## config.mk

```make
export PLATFORM = sky130hd
export DESIGN_NAME = cmlcd_ctrl
export DESIGN_NICKNAME = d
export VERILOG_FILES = /design/src/cmlcd_pkg.sv /design/src/cmlcd_ctrl.sv
export SDC_FILE = /design/constraint.sdc
export NUM_CORES = 1
export LEC_CHECK = 0
export BUFFER_PORTS_ARGS = -buffer_cell sky130_fd_sc_hd__buf_2
export CAP_MARGIN = 20
export CORE_AREA = 4 4 41 43
export DETAILED_ROUTE_END_ITERATION = 10
export DIE_AREA = 0 0 45 47
export HOLD_SLACK_MARGIN = 0.12
export MAX_ROUTING_LAYER = met4
export PLACE_DENSITY_LB_ADDON = 0.3
export SYNTH_ARGS = -nofsm -noshare
export SYNTH_HDL_FRONTEND = slang
export SYNTH_SLANG_ARGS = --single-unit
```

## constraint.sdc

```tcl
create_clock -name clk -period 1.25 [get_ports clk]
set_clock_uncertainty 0.1 [all_clocks]
set_input_delay 0.25 -clock clk [delete_from_list [all_inputs] [get_ports clk]]
set_output_delay 0.25 -clock clk [all_outputs]
set_load 0.01 [all_outputs]
```

## src/cmlcd_pkg.sv

```systemverilog
package cmlcd_pkg;

  localparam int HEIGHT_LINES_DEF = 128;
  localparam int ROW_BYTES_DEF    = 48;
  localparam int PIXEL_COLUMNS    = 128;

  localparam logic [2:0] MODE_PIXEL   = 3'd0;
  localparam logic [2:0] MODE_LINE    = 3'd1;
  localparam logic [2:0] MODE_CLEAR   = 3'd2;
  localparam logic [2:0] MODE_DISPLAY = 3'd3;
  localparam logic [2:0] MODE_TICK    = 3'd4;

  localparam logic [1:0] KIND_IDLE    = 2'd0;
  localparam logic [1:0] KIND_LINE    = 2'd1;
  localparam logic [1:0] KIND_CLEAR   = 2'd2;
  localparam logic [1:0] KIND_DISPLAY = 2'd3;

  localparam logic [2:0] PH_HEADER  = 3'd0;
  localparam logic [2:0] PH_ADDRESS = 3'd1;
  localparam logic [2:0] PH_DATA    = 3'd2;
  localparam logic [2:0] PH_DUMMY   = 3'd3;
  localparam logic [2:0] PH_FINAL   = 3'd4;

  localparam logic [7:0] CMD_UPDATE = 8'h80;
  localparam logic [7:0] CMD_CLEAR  = 8'h20;
  localparam logic [7:0] BYTE_WHITE = 8'hFF;

  typedef struct packed {
    logic capture;
    logic exec;
    logic wr0;
    logic wr1;
    logic latch_rd;
    logic clr_step;
    logic load_out;
  } cmd_t;

  typedef struct packed {
    logic clr_last;
    logic pix_go;
    logic pix_two;
    logic tick_rd;
    logic out_free;
  } status_t;

endpackage

```

## src/cmlcd_ctrl.sv

```systemverilog
module cmlcd_ctrl (
  input  logic              clk,
  input  logic              rst_n,
  input  logic              in_valid,
  output logic              in_stall,
  input  cmlcd_pkg::status_t sts,
  output cmlcd_pkg::cmd_t    cmd
);

  localparam logic [2:0] ST_CLR  = 3'd0;
  localparam logic [2:0] ST_IDLE = 3'd1;
  localparam logic [2:0] ST_EXEC = 3'd2;
  localparam logic [2:0] ST_PXB  = 3'd3;
  localparam logic [2:0] ST_PXC  = 3'd4;
  localparam logic [2:0] ST_TKB  = 3'd5;
  localparam logic [2:0] ST_FIN  = 3'd6;

  logic [2:0] state_r;
  logic [2:0] state_nxt;

  always_ff @(posedge clk) begin
    if (!rst_n) begin
      state_r <= ST_CLR;
    end else begin
      state_r <= state_nxt;
    end
  end

  always_comb begin
    state_nxt = state_r;
    cmd       = '0;
    unique case (state_r)
      ST_CLR: begin
        cmd.clr_step = 1'b1;
        if (sts.clr_last) begin
          state_nxt = ST_IDLE;
        end
      end
      ST_IDLE: begin
        if (in_valid) begin
          cmd.capture = 1'b1;
          state_nxt   = ST_EXEC;
        end
      end
      ST_EXEC: begin
        cmd.exec = 1'b1;
        if (sts.pix_go) begin
          state_nxt = ST_PXB;
        end else if (sts.tick_rd) begin
          state_nxt = ST_TKB;
        end else begin
          state_nxt = ST_FIN;
        end
      end
      ST_PXB: begin
        cmd.wr0   = 1'b1;
        state_nxt = sts.pix_two ? ST_PXC : ST_FIN;
      end
      ST_PXC: begin
        cmd.wr1   = 1'b1;
        state_nxt = ST_FIN;
      end
      ST_TKB: begin
        cmd.latch_rd = 1'b1;
        state_nxt    = ST_FIN;
      end
      ST_FIN: begin
        if (sts.out_free) begin
          cmd.load_out = 1'b1;
          state_nxt    = ST_IDLE;
        end
      end
      default: begin
        state_nxt = ST_CLR;
      end
    endcase
  end

  assign in_stall = (state_r != ST_IDLE);

endmodule

```

==> flow_summary.json <==
{
  "crit_arrival_ns": 1.02,
  "numCtsBuffers": 3,
  "first_iter_violations": 11,
  "crit_required_ns": 0.90,
  "hold_start": "rst_n",
  "crit_buf_inv": 2,
  "synth.top_cells.by_area": "dfxtp_1 25%, nor3_1 6.3%, nor3b_1 6.3%",
  "core_mm2": 0.00130,
  "crit_type": "reg -> out",
  "start_kind": "flip-flop",
  "finalSetupTns_ns": -0.791,
  "drive_gt1_frac": 0.695,
  "cts_tree": "yes",
  "instances_no_fill": 74,
  "p_leak_nw": 0.241,
  "fin_hold_ws_ns": 0.184,
  "fin_crit_sh": 1.09,
  "wl_um": 892,
  "syn2layout_area_growth_pct": 108,
  "num_antenna_cells": 0,
  "placed_area_um2": 390,
  "synth_area_um2": 240,
  "r2r_setup_slack_ns": -0.07,
  "largest_reg_flops": 3,
  "peakVddDrop_mv": 0.632,
  "ys_seq_elements": 3,
  "r2r-end": "state_r[0]$_SDFFE_PN0P_",
  "fp.dieW_um": 45,
  "root_buffer": "clkbuf_4",
  "rows": 13,
  "ant_nets": 0,
  "synth_top_area_share": 0.250,
  "crit_family": "flip-flops",
  "grt_pass1_wl_mm": 1.30,
  "fin_nets": 68,
  "slowest_stage": "dfxtp_4",
  "max_freq_ghz": 0.732,
  "die-area_mm2": 0.00212,
  "hp-class": "in -> reg",
  "cts.path.max_buffers": 2,
  "hold_viol_final": 0,
  "die_y_um": 47,
  "drv_slew": 0,
  "placed_cells": 68,
  "ys_warn_count": 0,
  "start_util": 0.185,
  "synth_flop_cell": "dfxtp_1",
  "min_delay_path_depth": 3,
  "crit_path_end_kind": "primary output",
  "syn_nets": 41,
  "power_density_mw_per_mm2": 2390,
  "synth_top_cells_by_count": "3 x dfxtp_1, 3 x nand2_1, 3 x nor3_1",
  "path_clk_slew_ns": 0.04,
  "drv_cap": 0,
  "io_buffers": 15,
  "hpwl_um": 642,
  "status": "finished, violations left",
  "postSynth.asyncResetShare": 0,
  "routedWlPerCell_um": 12.1,
  "first_pass_iters": 4,
  "grt_overflow_total": 0,
  "path_max_fanout": 5,
  "largest-register": "state_r",
  "path_cells": "buf_6 > nor3b_2 > buf_2",
  "postLayoutCellArea_um2": 500,
  "r2r_start": "state_r[0]$_SDFFE_PN0P_",
  "cts_sinks": 3,
  "cpPeakStageDelay_ns": 0.36,
  "max-slew-margin-rel": 0.768,
  "antenna_found_initial": 0,
  "synth_area_per_cell_um2": 7.28,
  "seq_area_frac_synth": 0.250,
  "max_slew.worst_pin.slew_ns": 0.345,
  "rsz0062_at_grt": "true",
  "grt_pass1_vias": 311,
  "num_vias": 336,
  "largest_registers": "state_r (3)",
  "hold_end": "state_r[1]$_SDFFE_PN0P_",
  "synth_edf_count": 0,
  "startpoint": "state_r[1]$_SDFFE_PN0P_",
  "grt_max_degree": 9,
  "syn_inst": 33,
  "track_usage": 0.0848,
  "clk_latency_ns": 0.23,
  "drc_errors": 0,
  "setup_viol": 10,
  "gp_congestion": 0.719,
  "synth.distinct_cells": 21,
  "via_per_inst": 4.54,
  "fin_ws_ns": -0.117,
  "failed_checks": "negative setup slack",
  "r2r_cells": 4,
  "synth_top_cell_by_area": "dfxtp_1",
  "htree_num_levels": 1,
  "fin_crit_ns": 1.37,
  "power_mw": 1.20,
  "io_pins": 16
}
[worst reg2reg max path: cells and delay by family (launching register included)]
family	cells	cell delay, ns
buffers and inverters	1	0.11
multiplexers	1	0.30
AO/OA/AOI/OAI	2	0.34
flip-flops	1	0.35
[layout by cell type, fill, tap and decap left out, types with 2 or more instances in the layout]
master | Yosys | layout
nor3_2 | 0 | 3
o21ai_0 | 2 | 2
clkbuf_4 | 0 | 3
buf_6 | 0 | 5
and3_1 | 2 | 2
dfxtp_4 | 0 | 3
a21oi_1 | 2 | 2
nand2_1 | 3 | 3
buf_4 | 0 | 4
buf_2 | 0 | 15
[power by group]
| group | total, mW | leakage [nW] | switching [mW] | internal (mW) |
|---|---|---|---|---|
| Sequential | 0.251 | 0.0267 | 0.0888 | 0.162 |
| Combinational | 0.777 | 0.199 | 0.331 | 0.446 |
| Clock | 0.170 | 0.0150 | 0.0506 | 0.120 |
[layer usage]
metal,global-route usage,vias to the layer above,share of wire
met1,0.0955,152,0.44
li1,-,174,-
met4,0,0,0
met3,0.0383,0,0.061
met5,-,-,0
met2,0.147,10,0.50
[cell families after synthesis]
group | after synthesis | share of synthesized area
buffers and inverters | 4 | 0.0625
AOI/OAI and AO/OA | 10 | 0.292
muxes | 1 | 0.0469
DFF | 3 | 0.250
and+or+nand+nor | 15 | 0.349
[through the flow]
step	utilization	setup WS, ns
3_3_place_gp	0.300	-0.0125
3_5_place_dp	0.300	-0.0388
5_1_grt	0.385	-0.177
2_1_floorplan	-	-0.0190
4_1_cts	0.357	-0.113
6_report	0.385	-0.117
[worst max path at each step]
stage                              endpoint  depth (start not counted)
finish                               cmd[3]                          3
global route                         cmd[4]                          3
CTS                                  cmd[3]                          3
detailed placement  state_r[0]$_SDFFE_PN0P_                          3
global placement    state_r[0]$_SDFFE_PN0P_                          3
floorplan           state_r[0]$_SDFFE_PN0P_                          3
[area by class of cell]
cell class | count | area (µm²)
inverter | 2 | 7.51
fill | 154 | 801
timing repair buffer | 24 | 161
tap | 15 | 18.8
clock buffer | 4 | 26.3
multi-input combinational | 26 | 215
sequential | 3 | 71.3
[what timing repair did]
| action | 4_1_cts | 5_1_grt |
|---|---|---|
| setup endpoints to repair | 10 | 10 |
| buffers inserted | 0 | 2 |
| cloned | 0 | 0 |
| hold buffers | 0 | 0 |
| gates resized for setup | 14 | 5 |
| pin swaps | 4 | 5 |
Power figures use the tool's default switching activity.
